`config.mk`:
```
export PLATFORM = sky130hd
export DESIGN_NAME = midpoint_parabola_rasterizer
export DESIGN_NICKNAME = d
export VERILOG_FILES = /design/src/rtl/mpr_pkg.sv /design/src/rtl/mpr_divider.sv /design/src/rtl/mpr_datapath.sv /design/src/rtl/mpr_ctrl.sv /design/src/rtl/midpoint_parabola_rasterizer.sv
export SDC_FILE = /design/constraint.sdc
export NUM_CORES = 2
export LEC_CHECK = 0
export BUFFER_PORTS_ARGS = -buffer_cell sky130_fd_sc_hd__buf_2
export CORE_MARGIN = 1.5
export CORE_UTILIZATION = 65
export DETAILED_ROUTE_END_ITERATION = 10
export HOLD_SLACK_MARGIN = 0.05
export PLACE_DENSITY = 0.92
export SETUP_SLACK_MARGIN = 0.3
export SYNTH_ARGS = -nofsm -noshare
export SYNTH_HDL_FRONTEND = slang
export SYNTH_HIERARCHICAL = 1
export SYNTH_SLANG_ARGS = --single-unit
```
`constraint.sdc`:
```
create_clock -name clk -period 12.8 [get_ports clk]
set_input_delay 1.92 -clock clk [delete_from_list [all_inputs] [get_ports clk]]
set_output_delay 1.92 -clock clk [all_outputs]
set_load 0.05 [all_outputs]
```
`src/rtl/mpr_pkg.sv`:
```
// Shared types, codes and default sizes of the midpoint parabola rasteriser.
package mpr_pkg;

	localparam int unsigned COORD_BITS_DEF    = 10;
	localparam int unsigned DECISION_BITS_DEF = 48;

	// Bit positions inside the result tuser.
	localparam int unsigned USER_MARKER = 0;
	localparam int unsigned USER_STATUS = 1;

	typedef enum logic {
		CMD_START = 1'b0,
		CMD_STEP  = 1'b1
	} cmd_t;

	typedef enum logic [4:0] {
		CS_IDLE,
		CS_FLAT,
		CS_STEEP,
		CS_MARK,
		CS_SQX,
		CS_DIV1,
		CS_DIV1W,
		CS_SQT,
		CS_TXY,
		CS_NUM,
		CS_DIV2,
		CS_DIV2W,
		CS_W1,
		CS_W2,
		CS_SD,
		CS_SD2,
		CS_SM
	} ctl_state_t;

	typedef enum logic [3:0] {
		MUL_NONE,
		MUL_SQX,
		MUL_SQT,
		MUL_TXY,
		MUL_NUM,
		MUL_W1,
		MUL_W2,
		MUL_SD,
		MUL_SM
	} mul_op_t;

	typedef enum logic [1:0] {
		DIV_NONE,
		DIV_TURN_X,
		DIV_TURN_Y
	} div_op_t;

	typedef enum logic [2:0] {
		STEP_NONE,
		STEP_IDLE,
		STEP_FLAT,
		STEP_STEEP,
		STEP_MARK
	} step_kind_t;

	typedef struct packed {
		logic       ld_target;
		mul_op_t    mul_op;
		div_op_t    div_op;
		logic       ld_dx2;
		logic       ld_turn_x;
		logic       ld_t2;
		logic       ld_turn_y;
		logic       ld_ew2;
		logic       ld_sdec;
		logic       ld_smove;
		logic       init_flat;
		step_kind_t step_kind;
	} dp_cmd_t;

	typedef struct packed {
		logic coord_zero;
		logic at_turn;
		logic turn_le_ty;
		logic cur_ge_ty;
		logic div_done;
	} dp_status_t;

endpackage

```
`src/rtl/mpr_divider.sv`:
```
// Restoring divider that retires one quotient bit per cycle.
module mpr_divider import mpr_pkg::*; #(
	parameter int unsigned QW = 4 * COORD_BITS_DEF,
	parameter int unsigned VW = 2 * COORD_BITS_DEF
) (
	input  logic          clk,
	input  logic          arst_n,
	input  logic          start,
	input  logic [QW-1:0] dividend,
	input  logic [VW-1:0] divisor,
	output logic [QW-1:0] quotient,
	output logic          done
);

	localparam int unsigned CNTW = $clog2(QW);
	localparam logic [CNTW-1:0] CNT_LAST = CNTW'(QW - 1);

	logic            busy_q;
	logic            done_q;
	logic [CNTW-1:0] cnt_q;
	logic [VW-1:0]   rem_q;
	logic [VW-1:0]   divisor_q;
	logic [QW-1:0]   dq_q;
	logic [VW:0]     trial;
	logic [VW:0]     diff;
	logic            fits;

	assign trial = {rem_q, dq_q[QW-1]};
	assign diff  = trial - {1'b0, divisor_q};
	assign fits  = trial >= {1'b0, divisor_q};

	always_ff @(posedge clk or negedge arst_n) begin
		if (!arst_n) begin
			busy_q <= 1'b0;
			done_q <= 1'b0;
			cnt_q  <= '0;
		end else begin
			done_q <= 1'b0;
			if (start) begin
				busy_q <= 1'b1;
				cnt_q  <= '0;
			end else if (busy_q) begin
				cnt_q <= cnt_q + CNTW'(1);
				if (cnt_q == CNT_LAST) begin
					busy_q <= 1'b0;
					done_q <= 1'b1;
				end
			end
		end
	end

	always_ff @(posedge clk) begin
		if (start) begin
			rem_q     <= '0;
			dq_q      <= dividend;
			divisor_q <= divisor;
		end else if (busy_q) begin
			rem_q <= fits ? diff[VW-1:0] : trial[VW-1:0];
			dq_q  <= {dq_q[QW-2:0], fits};
		end
	end

	assign quotient = dq_q;
	assign done     = done_q;

endmodule

```
`src/rtl/mpr_datapath.sv`:
```
// Datapath of the rasteriser: set-up multiplier, divider, decision registers and result word.
module mpr_datapath import mpr_pkg::*; #(
	parameter int unsigned COORD_BITS    = COORD_BITS_DEF,
	parameter int unsigned DECISION_BITS = DECISION_BITS_DEF
) (
	input  logic                    clk,
	input  logic                    arst_n,
	input  logic [COORD_BITS-1:0]   end_x,
	input  logic [COORD_BITS-1:0]   end_y,
	input  dp_cmd_t                 cmd,
	output dp_status_t              st,
	output logic [2*COORD_BITS-2:0] pixel_x,
	output logic [2*COORD_BITS-2:0] pixel_y,
	output logic                    marker,
	output logic                    last,
	output logic                    status
);

	localparam int unsigned CW  = COORD_BITS;
	localparam int unsigned TW  = 2 * CW;
	localparam int unsigned PXW = 2 * CW - 1;
	localparam int unsigned AW  = 3 * CW + 1;
	localparam int unsigned BW  = 2 * CW + 1;
	localparam int unsigned PW  = 5 * CW + 2;
	localparam int unsigned QW  = 4 * CW;
	localparam int unsigned DW  = DECISION_BITS;

	logic [CW-1:0]  tx_q, ty_q;
	logic [TW-1:0]  dx2_q, turn_x_q, turn_y_q;
	logic [QW-1:0]  t2_q;
	logic [PW-1:0]  p_q;
	logic [DW-1:0]  ew2_q, sdec_q, smove_q, ssame_q;
	logic [TW-1:0]  cur_x_q, cur_y_q;
	logic [DW-1:0]  dec_q, same_q, move_q;
	logic [PXW-1:0] pixel_x_q, pixel_y_q;
	logic           marker_q, last_q, status_q;

	logic [AW-1:0]  mul_a;
	logic [BW-1:0]  mul_b;
	logic [BW-1:0]  w;
	logic [PW-1:0]  prod;
	logic           mul_en;

	logic           div_start;
	logic [QW-1:0]  div_dividend;
	logic [TW-1:0]  div_divisor;
	logic [QW-1:0]  quotient;
	logic           div_done;

	logic [DW-1:0]  ty_d, t2_d, dx4, ty6, ty8, inc_flat, p_d;
	logic           dec_pos;

	assign w = {turn_x_q, 1'b1};

	always_comb begin
		mul_a = '0;
		mul_b = '0;
		unique case (cmd.mul_op)
			MUL_SQX: begin
				mul_a = AW'(tx_q);
				mul_b = BW'(tx_q);
			end
			MUL_SQT: begin
				mul_a = AW'(turn_x_q);
				mul_b = BW'(turn_x_q);
			end
			MUL_TXY: begin
				mul_a = AW'(turn_x_q);
				mul_b = BW'(ty_q);
			end
			MUL_NUM: begin
				mul_a = p_q[AW-1:0];
				mul_b = BW'(turn_x_q);
			end
			MUL_W1: begin
				mul_a = AW'(ty_q);
				mul_b = w;
			end
			MUL_W2: begin
				mul_a = p_q[AW-1:0];
				mul_b = w;
			end
			MUL_SD: begin
				mul_a = AW'(dx2_q);
				mul_b = BW'(turn_y_q) + BW'(1);
			end
			MUL_SM: begin
				mul_a = AW'(ty_q);
				mul_b = BW'(turn_x_q) + BW'(1);
			end
			default: begin
				mul_a = '0;
				mul_b = '0;
			end
		endcase
	end

	assign mul_en = cmd.mul_op != MUL_NONE;
	assign prod   = PW'(mul_a) * PW'(mul_b);

	always_comb begin
		div_start    = 1'b0;
		div_dividend = '0;
		div_divisor  = '0;
		unique case (cmd.div_op)
			DIV_TURN_X: begin
				div_start    = 1'b1;
				div_dividend = QW'(p_q[TW-1:0]);
				div_divisor  = TW'({ty_q, 1'b0});
			end
			DIV_TURN_Y: begin
				div_start    = 1'b1;
				div_dividend = p_q[QW-1:0];
				div_divisor  = dx2_q;
			end
			default: begin
				div_start = 1'b0;
			end
		endcase
	end

	mpr_divider #(
		.QW(QW),
		.VW(TW)
	) u_div (
		.clk      (clk),
		.arst_n   (arst_n),
		.start    (div_start),
		.dividend (div_dividend),
		.divisor  (div_divisor),
		.quotient (quotient),
		.done     (div_done)
	);

	assign ty_d     = DW'(turn_y_q);
	assign t2_d     = DW'(t2_q);
	assign p_d      = DW'(p_q);
	assign dx4      = DW'(dx2_q) << 2;
	assign ty6      = (ty_d << 2) + (ty_d << 1);
	assign ty8      = DW'(ty_q) << 3;
	assign inc_flat = '0 - (ty_d << 2);
	assign dec_pos  = (dec_q != '0) && !dec_q[DW-1];

	always_ff @(posedge clk) begin
		if (cmd.ld_target) begin
			tx_q <= end_x;
			ty_q <= end_y;
		end
		if (mul_en) begin
			p_q <= prod;
		end
		if (cmd.ld_dx2) begin
			dx2_q <= p_q[TW-1:0];
		end
		if (cmd.ld_turn_x) begin
			turn_x_q <= quotient[TW-1:0];
		end
		if (cmd.ld_t2) begin
			t2_q <= p_q[QW-1:0];
		end
		if (cmd.ld_turn_y) begin
			turn_y_q <= quotient[TW-1:0];
		end
		if (cmd.ld_ew2) begin
			ew2_q <= p_d;
		end
		if (cmd.ld_sdec) begin
			sdec_q <= (p_d << 2) - ew2_q;
		end
		if (cmd.ld_smove) begin
			smove_q <= dx4 - (p_d << 3);
			ssame_q <= dx4;
		end
		if (cmd.init_flat) begin
			cur_x_q <= '0;
			cur_y_q <= '0;
			dec_q   <= t2_d - (ty_d << 1);
			same_q  <= '0 - ty6;
			move_q  <= (t2_d << 1) - ty6;
		end
		unique case (cmd.step_kind)
			STEP_IDLE: begin
				pixel_x_q <= '0;
				pixel_y_q <= '0;
				marker_q  <= 1'b0;
				last_q    <= 1'b0;
				status_q  <= 1'b1;
			end
			STEP_FLAT: begin
				pixel_x_q <= cur_x_q[PXW-1:0];
				pixel_y_q <= cur_y_q[PXW-1:0];
				marker_q  <= 1'b0;
				last_q    <= 1'b0;
				status_q  <= 1'b0;
				if (st.at_turn) begin
					cur_x_q <= turn_x_q;
					cur_y_q <= turn_y_q;
					dec_q   <= sdec_q;
					move_q  <= smove_q;
					same_q  <= ssame_q;
				end else begin
					cur_x_q <= cur_x_q + TW'(1);
					if (dec_pos) begin
						dec_q <= dec_q + same_q;
					end else begin
						dec_q   <= dec_q + move_q;
						cur_y_q <= cur_y_q + TW'(1);
					end
					same_q <= same_q + inc_flat;
					move_q <= move_q + inc_flat;
				end
			end
			STEP_STEEP: begin
				pixel_x_q <= cur_x_q[PXW-1:0];
				pixel_y_q <= cur_y_q[PXW-1:0];
				marker_q  <= 1'b0;
				last_q    <= 1'b0;
				status_q  <= 1'b0;
				if (dec_pos) begin
					dec_q   <= dec_q + move_q;
					move_q  <= move_q - ty8;
					cur_x_q <= cur_x_q + TW'(1);
				end else begin
					dec_q <= dec_q + same_q;
				end
				if (!st.cur_ge_ty) begin
					cur_y_q <= cur_y_q + TW'(1);
				end
			end
			STEP_MARK: begin
				pixel_x_q <= turn_x_q[PXW-1:0];
				pixel_y_q <= turn_y_q[PXW-1:0];
				marker_q  <= 1'b1;
				last_q    <= 1'b1;
				status_q  <= 1'b0;
			end
			default: begin
			end
		endcase
	end

	assign st.coord_zero = (end_x == '0) || (end_y == '0);
	assign st.at_turn    = cur_x_q == turn_x_q;
	assign st.turn_le_ty = turn_y_q <= TW'(ty_q);
	assign st.cur_ge_ty  = cur_y_q >= TW'(ty_q);
	assign st.div_done   = div_done;

	assign pixel_x = pixel_x_q;
	assign pixel_y = pixel_y_q;
	assign marker  = marker_q;
	assign last    = last_q;
	assign status  = status_q;

endmodule

```
`src/rtl/mpr_ctrl.sv`:
```
// Controller of the rasteriser: set-up sequence, drawing phases and result handshake.
module mpr_ctrl import mpr_pkg::*; (
	input  logic       clk,
	input  logic       arst_n,
	input  logic       in_valid,
	input  cmd_t       in_cmd,
	output logic       in_ready,
	output logic       out_valid,
	input  logic       out_ready,
	input  dp_status_t st,
	output dp_cmd_t    cmd
);

	ctl_state_t state_q, state_d;
	logic       out_valid_q;
	logic       drawing;
	logic       accept;
	logic       start_go;
	logic       step_go;
	logic       emit;

	assign drawing  = (state_q == CS_IDLE) || (state_q == CS_FLAT) ||
		(state_q == CS_STEEP) || (state_q == CS_MARK);
	assign in_ready = drawing && (!out_valid_q || out_ready);
	assign accept   = in_valid && in_ready;
	assign start_go = accept && (in_cmd == CMD_START) && !st.coord_zero;
	assign step_go  = accept && (in_cmd == CMD_STEP);
	assign emit     = cmd.step_kind != STEP_NONE;

	always_ff @(posedge clk or negedge arst_n) begin
		if (!arst_n) begin
			state_q     <= CS_IDLE;
			out_valid_q <= 1'b0;
		end else begin
			state_q <= state_d;
			if (emit) begin
				out_valid_q <= 1'b1;
			end else if (out_ready) begin
				out_valid_q <= 1'b0;
			end
		end
	end

	always_comb begin
		state_d = state_q;
		cmd     = '0;
		unique case (state_q)
			CS_IDLE: begin
				if (step_go) begin
					cmd.step_kind = STEP_IDLE;
				end
			end
			CS_FLAT: begin
				if (step_go) begin
					cmd.step_kind = STEP_FLAT;
					if (st.at_turn) begin
						state_d = st.turn_le_ty ? CS_STEEP : CS_MARK;
					end
				end
			end
			CS_STEEP: begin
				if (step_go) begin
					cmd.step_kind = STEP_STEEP;
					if (st.cur_ge_ty) begin
						state_d = CS_MARK;
					end
				end
			end
			CS_MARK: begin
				if (step_go) begin
					cmd.step_kind = STEP_MARK;
					state_d       = CS_IDLE;
				end
			end
			CS_SQX: begin
				cmd.mul_op = MUL_SQX;
				state_d    = CS_DIV1;
			end
			CS_DIV1: begin
				cmd.ld_dx2 = 1'b1;
				cmd.div_op = DIV_TURN_X;
				state_d    = CS_DIV1W;
			end
			CS_DIV1W: begin
				if (st.div_done) begin
					cmd.ld_turn_x = 1'b1;
					state_d       = CS_SQT;
				end
			end
			CS_SQT: begin
				cmd.mul_op = MUL_SQT;
				state_d    = CS_TXY;
			end
			CS_TXY: begin
				cmd.ld_t2  = 1'b1;
				cmd.mul_op = MUL_TXY;
				state_d    = CS_NUM;
			end
			CS_NUM: begin
				cmd.mul_op = MUL_NUM;
				state_d    = CS_DIV2;
			end
			CS_DIV2: begin
				cmd.div_op = DIV_TURN_Y;
				state_d    = CS_DIV2W;
			end
			CS_DIV2W: begin
				if (st.div_done) begin
					cmd.ld_turn_y = 1'b1;
					state_d       = CS_W1;
				end
			end
			CS_W1: begin
				cmd.mul_op = MUL_W1;
				state_d    = CS_W2;
			end
			CS_W2: begin
				cmd.mul_op = MUL_W2;
				state_d    = CS_SD;
			end
			CS_SD: begin
				cmd.ld_ew2 = 1'b1;
				cmd.mul_op = MUL_SD;
				state_d    = CS_SD2;
			end
			CS_SD2: begin
				cmd.ld_sdec = 1'b1;
				cmd.mul_op  = MUL_SM;
				state_d     = CS_SM;
			end
			CS_SM: begin
				cmd.ld_smove  = 1'b1;
				cmd.init_flat = 1'b1;
				state_d       = CS_FLAT;
			end
			default: begin
				state_d = CS_IDLE;
			end
		endcase
		if (start_go) begin
			cmd.ld_target = 1'b1;
			state_d       = CS_SQX;
		end
	end

	assign out_valid = out_valid_q;

endmodule

```
`src/rtl/midpoint_parabola_rasterizer.sv`:
```
// Top level of the midpoint parabola rasteriser.
// A start word (tuser low) loads the end point and works out the change point of the curve;
// it produces no result word and holds the input until the set-up is done, a time set by the
// one-bit-per-cycle divider, which runs twice, and the shared set-up multiplier. A start word
// with a zero coordinate is taken and ignored. Each step word (tuser high) then produces one
// pixel word, registered in the cycle after it is taken, so steps flow at one per cycle while
// the output is drained: first the flat region, then the steep region if the change point's y
// does not exceed the end point's, then a marker pixel at the change point, which also carries
// tlast. A step with no curve active returns a word with the status bit set and all else zero.
module midpoint_parabola_rasterizer import mpr_pkg::*; #(
	parameter int unsigned COORD_BITS    = COORD_BITS_DEF,
	parameter int unsigned DECISION_BITS = DECISION_BITS_DEF
) (
	input  logic                                          clk,
	input  logic                                          arst_n,
	input  logic                                          s_axis_tvalid,
	output logic                                          s_axis_tready,
	// end_x, end_y, zero padding.
	input  logic [((2*COORD_BITS+7)/8)*8-1:0]             s_axis_tdata,
	// command.
	input  logic [0:0]                                    s_axis_tuser,
	output logic                                          m_axis_tvalid,
	input  logic                                          m_axis_tready,
	// pixel_x, pixel_y, zero padding.
	output logic [((2*(2*COORD_BITS-1)+7)/8)*8-1:0]       m_axis_tdata,
	// marker, status.
	output logic [1:0]                                    m_axis_tuser,
	output logic                                          m_axis_tlast
);

	localparam int unsigned CW      = COORD_BITS;
	localparam int unsigned PXW     = 2 * CW - 1;
	localparam int unsigned OUT_TDW = ((2 * PXW + 7) / 8) * 8;

	dp_cmd_t        dp_cmd;
	dp_status_t     dp_st;
	logic [PXW-1:0] pixel_x, pixel_y;
	logic           marker, last, status;

	mpr_ctrl u_ctrl (
		.clk       (clk),
		.arst_n    (arst_n),
		.in_valid  (s_axis_tvalid),
		.in_cmd    (cmd_t'(s_axis_tuser[0])),
		.in_ready  (s_axis_tready),
		.out_valid (m_axis_tvalid),
		.out_ready (m_axis_tready),
		.st        (dp_st),
		.cmd       (dp_cmd)
	);

	mpr_datapath #(
		.COORD_BITS    (COORD_BITS),
		.DECISION_BITS (DECISION_BITS)
	) u_dp (
		.clk     (clk),
		.arst_n  (arst_n),
		.end_x   (s_axis_tdata[CW-1:0]),
		.end_y   (s_axis_tdata[2*CW-1:CW]),
		.cmd     (dp_cmd),
		.st      (dp_st),
		.pixel_x (pixel_x),
		.pixel_y (pixel_y),
		.marker  (marker),
		.last    (last),
		.status  (status)
	);

	assign m_axis_tdata = OUT_TDW'({pixel_y, pixel_x});
	assign m_axis_tuser = {status, marker};
	assign m_axis_tlast = last;

	a_step_gives_word: assert property (@(posedge clk) disable iff (!arst_n)
		s_axis_tvalid && s_axis_tready && (s_axis_tuser[0] == CMD_STEP) |=> m_axis_tvalid)
		else $error("A step word was taken but no result word followed.");

	a_marker_is_last: assert property (@(posedge clk) disable iff (!arst_n)
		m_axis_tvalid |-> (m_axis_tlast == m_axis_tuser[USER_MARKER]))
		else $error("The marker pixel and the last pixel disagree.");

	a_status_word_empty: assert property (@(posedge clk) disable iff (!arst_n)
		m_axis_tvalid && m_axis_tuser[USER_STATUS] |->
		!m_axis_tlast && !m_axis_tuser[USER_MARKER] && (m_axis_tdata == '0))
		else $error("A word without an active curve carries pixel data.");

	a_div_while_busy: assert property (@(posedge clk) disable iff (!arst_n)
		dp_st.div_done |-> !s_axis_tready)
		else $error("The divider finished while the input was open.");

endmodule
```
# Yosys cells after proc, flatten, opt, wreduce, memory -nomap -nowiden
# Cells that the tools add are included.
[op_classes]
add_sub_neg = 18
multipliers = 1
magnitude_cmp = 3
n_eq_ne = 40
mux = 69
bitwise = 1
n_reduce_logical = 37
[ops]
columns = ["op", "count"]
rows = [
  ["48-bit two-way mux", 10],
  ["48-bit adder", 4],
  ["48-bit case mux with 2 select lines", 2],
  ["20-bit two-way mux", 8],
  ["31-bit case mux with 5 select lines", 1],
  ["21-bit case mux with 6 select lines", 1],
  ["20-bit case mux with 2 select lines", 3],
  ["19-bit case mux with 3 select lines", 2],
  ["5-bit case mux with 17 select lines", 1],
  ["40-bit two-way mux", 2],
  ["40-bit case mux with 2 select lines", 1],
  ["31-bit by 21-bit multiplier with 48-bit output", 1],
  ["48-bit nonzero test", 1],
  ["1-bit by 48-bit subtractor with 48-bit output (first input constant)", 1],
  ["22-bit by 48-bit subtractor with 48-bit output", 1],
  ["41-bit by 48-bit subtractor with 48-bit output", 1],
  ["48-bit by 13-bit subtractor with 48-bit output", 1],
  ["48-bit subtractor", 1],
  ["20-bit by 1-bit adder with 21-bit output (second input constant)", 2],
  ["40-bit by 21-bit subtractor with 41-bit output", 1],
  ["20-bit by 1-bit adder with 20-bit output (second input constant)", 2],
  ["5-bit by 4-bit == test with 1-bit output (second input constant)", 8],
  ["5-bit two-way mux", 8],
  ["4-bit case mux with 8 select lines", 1],
  ["other kinds (44)", 105],
]
[totals]
register_bits = 650
inputBits = 29
out_inout_bits = 45
elab_cells = 197

# Depth between registers and ports, before layout
[logic_depth]
ltp_word = 12
mapped_depth = 46
ltp_nobuf = 40

# Hierarchy
# The synthesis kept the hierarchy.
[by_module_without_submodules]
columns = ["mod", "n_inst", "cells_each", "area_per_inst_um2", "seq_area_each_um2"]
rows = [
  ["mpr_datapath", 1, 6983, 62575.0, 15725.1],
  ["mpr_divider", 1, 418, 4754.6, 2402.3],
  ["mpr_ctrl", 1, 80, 600.6, 150.1],
  ["midpoint_parabola_rasterizer", 1, 5, 33.8, 0.0],
]

# Worst setup path before layout
# OpenSTA, ideal clock, no wires.
[synth_path]
path_type = "reg2reg"
start = "reg u_ctrl.state_q[0]"
end = "reg u_dp.p_q[45], data pin"
setup_ps = 264
t_arrival_ps = 9859
t_required_ps = 12536
slack_ps = 2678
stages_incl_launch_ff = 43
path_buffers = 6
period_less_slack_ps = 10122
path_cell_list = "dfrtp_1 -> buf_2 -> buf_1 -> nand3_1 -> nor2_1 -> or4b_2 -> clkbuf_1 -> mux2i_1 -> inv_1 -> ha_1 -> o21a_1 -> and2_0 -> clkbuf_1 -> nand2_1 -> xnor2_1 -> nand2_1 -> nand3_1 -> clkbuf_1 -> [... 7 more ...] -> fa_1 -> fa_1 -> fa_1 -> inv_1 -> fa_1 -> inv_1 -> ha_1 -> clkbuf_1 -> nand2_1 -> nor2_1 -> nand3_1 -> o311ai_0 -> nor3b_1 -> o2111ai_1 -> and4b_1 -> nand4b_1 -> a31oi_1 -> xor2_1"
[synth_rtl]
columns = ["item", "line", "source"]
rows = [
  ["from (decl)", "mpr_ctrl.sv:14", "ctl_state_t state_q, state_d;"],
  ["from (signal assigned)", "mpr_ctrl.sv:35", "state_q <= state_d;"],
  ["to (signal assigned)", "mpr_datapath.sv:150", "p_q <= prod;"],
  ["to (decl)", "mpr_datapath.sv:31", "logic [PW-1:0] p_q;"],
]

==> metrics.cfg <==
[clock_network]
cts_hold_buf = 0
cts_buffer_depth = 3
numCtsBuffers = 71
clk_pin_slew_ns = 0.06
cts-resized-gates = 0
cts_root_buf = clkbuf_16
worstSkewPairLatency_ns = 0.67
cts.sinks = 646
htreeDepth = 3
cts_setup_buffers = 0
tritoncts = built

[timing]
setup-violations-final = 0
fmax_mhz = 83.0
fin_crit_sh_pct = 94.2
fin_crit_ns = 12.05
final_hold_viol_count = 0
rsz0062_at_grt = false
relSlewSlack_pct = 6.77
finClkSkew_ns = 0.0305
worstMarginPinSlew_ns = 1.39
maxSlewViolCount = 0
fin_setup_tns_ns = 0

[synth]
synthFlopType = edfxtp_1
synthCells = 7486
yosysWarnings = 6
synth_edf_count = 527
netlist_area_um2 = 68000
synth-seq-area-share_pct = 26.9
async_flop_share_pct = 2.17
ys_types = 104
avgSynthCellArea_um2 = 9.08
ys_ff_latch = 646

[setup_path]
max_stage_delay_ns = 0.73
end_kind = flop
startpoint_type = flop
crit_slowest_cell = o31ai_1
cpMostUsedCell = fa_1
worst_ep_required_time_ns = 13.20
startpoint = u_ctrl/state_q[0]
setup.worst_path.class = flop to flop
r2r_start = u_ctrl/state_q[0]
arrival_ns = 12.45
crit_path_max_fanout = 22

[finish]
final_util_pct = 69.5
area_delta_synth_final_pct = 5.96
layout.nets = 8471
n_fill_cell = 7708
drive_gt1_share_pct = 5.77

[routing]
ant_nets = 0
via_per_inst = 6.76
num_vias = 59500
drc_errors = 0
wire_per_inst_um = 25.7
drt_iter0_markers = 7937
first_pass_iters = 10
wl_mm = 226

[outcome]
outcome = complete, no violations

[place]
portBuffers = 67
gp_congestion = 1.04
hpwlAfterDp_mm = 175

[pwr]
ir_drop_mv = 0.217
p_leak_nw = 30.3
p_per_area_nw_per_um2 = 259

[floorplanning]
die_y_um = 326
die_w_um = 326
dieArea_um2 = 107000
fp-row-count = 118
io_pins = 74
core-area_um2 = 104000
start_util_pct = 65.6

[job]
drv_cap = 0

[grt]
grt_max_degree = 76
grt_use_total_pct = 41.7
grt_overflow = 0
grt_pass1_vias = 58600
antenna_found_initial = 3
grt_pass1_wl_mm = 341

[hold_path]
hold_path.class = flop to flop
hp-start = u_dp/p_q[47]

-- registers in the layout (all words and copies together) (netlist names), 20 cells and up --
| signal | cells |
|---|---|
| u_dp/ew2_q | 48 |
| u_dp/ssame_q | 20 |
| u_dp/turn_y_q | 20 |
| u_dp/smove_q | 45 |
| u_dp/dec_q | 48 |
| u_dp/u_div/rem_q | 20 |
| u_dp/u_div/quotient | 40 |
| u_dp/u_div/divisor_q | 20 |
| u_dp/t2_q | 40 |
| u_dp/move_q | 48 |
| u_dp/cur_x_q | 20 |
| u_dp/sdec_q | 48 |
| u_dp/cur_y_q | 20 |
| u_dp/turn_x_q | 20 |
| u_dp/p_q | 48 |
| u_dp/dx2_q | 20 |
| u_dp/same_q | 47 |
-- final timing paths --
path | slack, ns | to | depth (start not counted)
worst max-delay path | 0.75 | u_dp/p_q[42] | 33
worst min-delay path | 0.42 | u_dp/ew2_q[47] | 0
worst max register to register | 0.75 | u_dp/p_q[42] | 33
worst min register to register | 0.42 | u_dp/ew2_q[47] | 0
max in group asynchronous | 11.25 | u_ctrl/state_q[4] | 1
min in group asynchronous | 1.21 | u_dp/u_div/cnt_q[0] | 1
-- routing by layer --
metal	wire (µm)	GRT usage, %
met5	32	0
met4	14500	22.2
met3	30000	10.4
met2	99900	65.1
met1	81700	53.6
-- cell usage after synthesis, drive strengths merged, types with 41 or more instances --
library cell | n | area [µm²]
a22oi | 44 | 330
nand3 | 138 | 711
fa | 553 | 11100
mux2 | 42 | 477
o21a | 68 | 510
o211ai | 54 | 405
dfxtp | 105 | 2100
and2 | 115 | 719
a31oi | 69 | 432
xor2 | 178 | 1560
nand4 | 76 | 475
nor4 | 63 | 430
a221o | 41 | 410
o21bai | 51 | 383
o21ai | 334 | 1670
nor3 | 126 | 641
nand2b | 55 | 347
nor2b | 70 | 438
a22o | 50 | 438
ha | 525 | 6570
a21oi | 388 | 1940
inv | 821 | 3080
a21o | 181 | 1360
nand2 | 873 | 3280
xnor2 | 327 | 2860
mux2i | 43 | 430
edfxtp | 527 | 15800
nor2 | 562 | 2110
and3 | 58 | 363
a211oi | 69 | 523
clkbuf | 300 | 1130
buf | 59 | 284
-- cell type report --
class | count | area [µm²] | area share (%)
well taps | 1380 | 1730 | 2.40
clock buffers | 86 | 1910 | 2.66
repair buffers | 163 | 1050 | 1.46
multi-input cells | 5660 | 45400 | 63.0
diodes | 1 | 2.50 | 0.00347
clock inverters | 45 | 583 | 0.810
flip-flops and latches | 646 | 18300 | 25.4
inverters | 822 | 3090 | 4.28
-- report_power, final --
part | internal [W] | total [W] | switching (W)
Clock | 0.00127 | 0.00223 | 0.000962
Sequential | 0.00321 | 0.00393 | 0.000720
Combinational | 0.00449 | 0.0125 | 0.00803
-- worst max-delay path, delay by kind of cell (launching register included) --
| kind | cells | cell delay [ns] |
|---|---|---|
| flip-flops | 1 | 0.70 |
| adder cells (fa/ha/maj) | 8 | 3.98 |
| AO/OA/AOI/OAI | 9 | 3.27 |
| buffers and inverters | 6 | 0.97 |
| AND/OR/NAND/NOR | 10 | 2.85 |
-- kinds of logic after synthesis --
kind of cell | Yosys count | synth area share [%]
simple gates | 2292 | 15.8
fa+ha+maj | 1079 | 26.0
mux | 85 | 1.33
compound gates | 1697 | 16.9
buf+inv | 1181 | 6.61
flops | 646 | 26.9
xor+xnor | 505 | 6.51
other cells | 1 | 0.00552
-- per-stage QoR --
step	instance area [µm²]	hold WS (ns)	total power [W]	std cells	setup slack [ns]
final	72000	0.422	0.0187	8803	0.746
after global routing	72000	0.431	0.0198	8803	0.339
after CTS	72000	0.423	0.0183	8801	0.839
after detailed placement	69500	0.407	0.0160	8670	0.879
after global placement	69500	0.409	0.0155	8670	1.10
after floorplan	68000	0.400	0.0124	7487	2.68
-- cell usage in the layout (no fill, tap or decap), drive strengths merged, types with 105 or more instances in the layout --
cell	count
inv	827
ha	525
a21oi	388
a21o	181
nor2	562
fa	553
o21ai	334
xor2	178
and2	115
dfxtp	105
xnor2	327
nand2	873
nand3	138
buf	163
edfxtp	527
nor3	126
(Power assumes the default switching activity.)
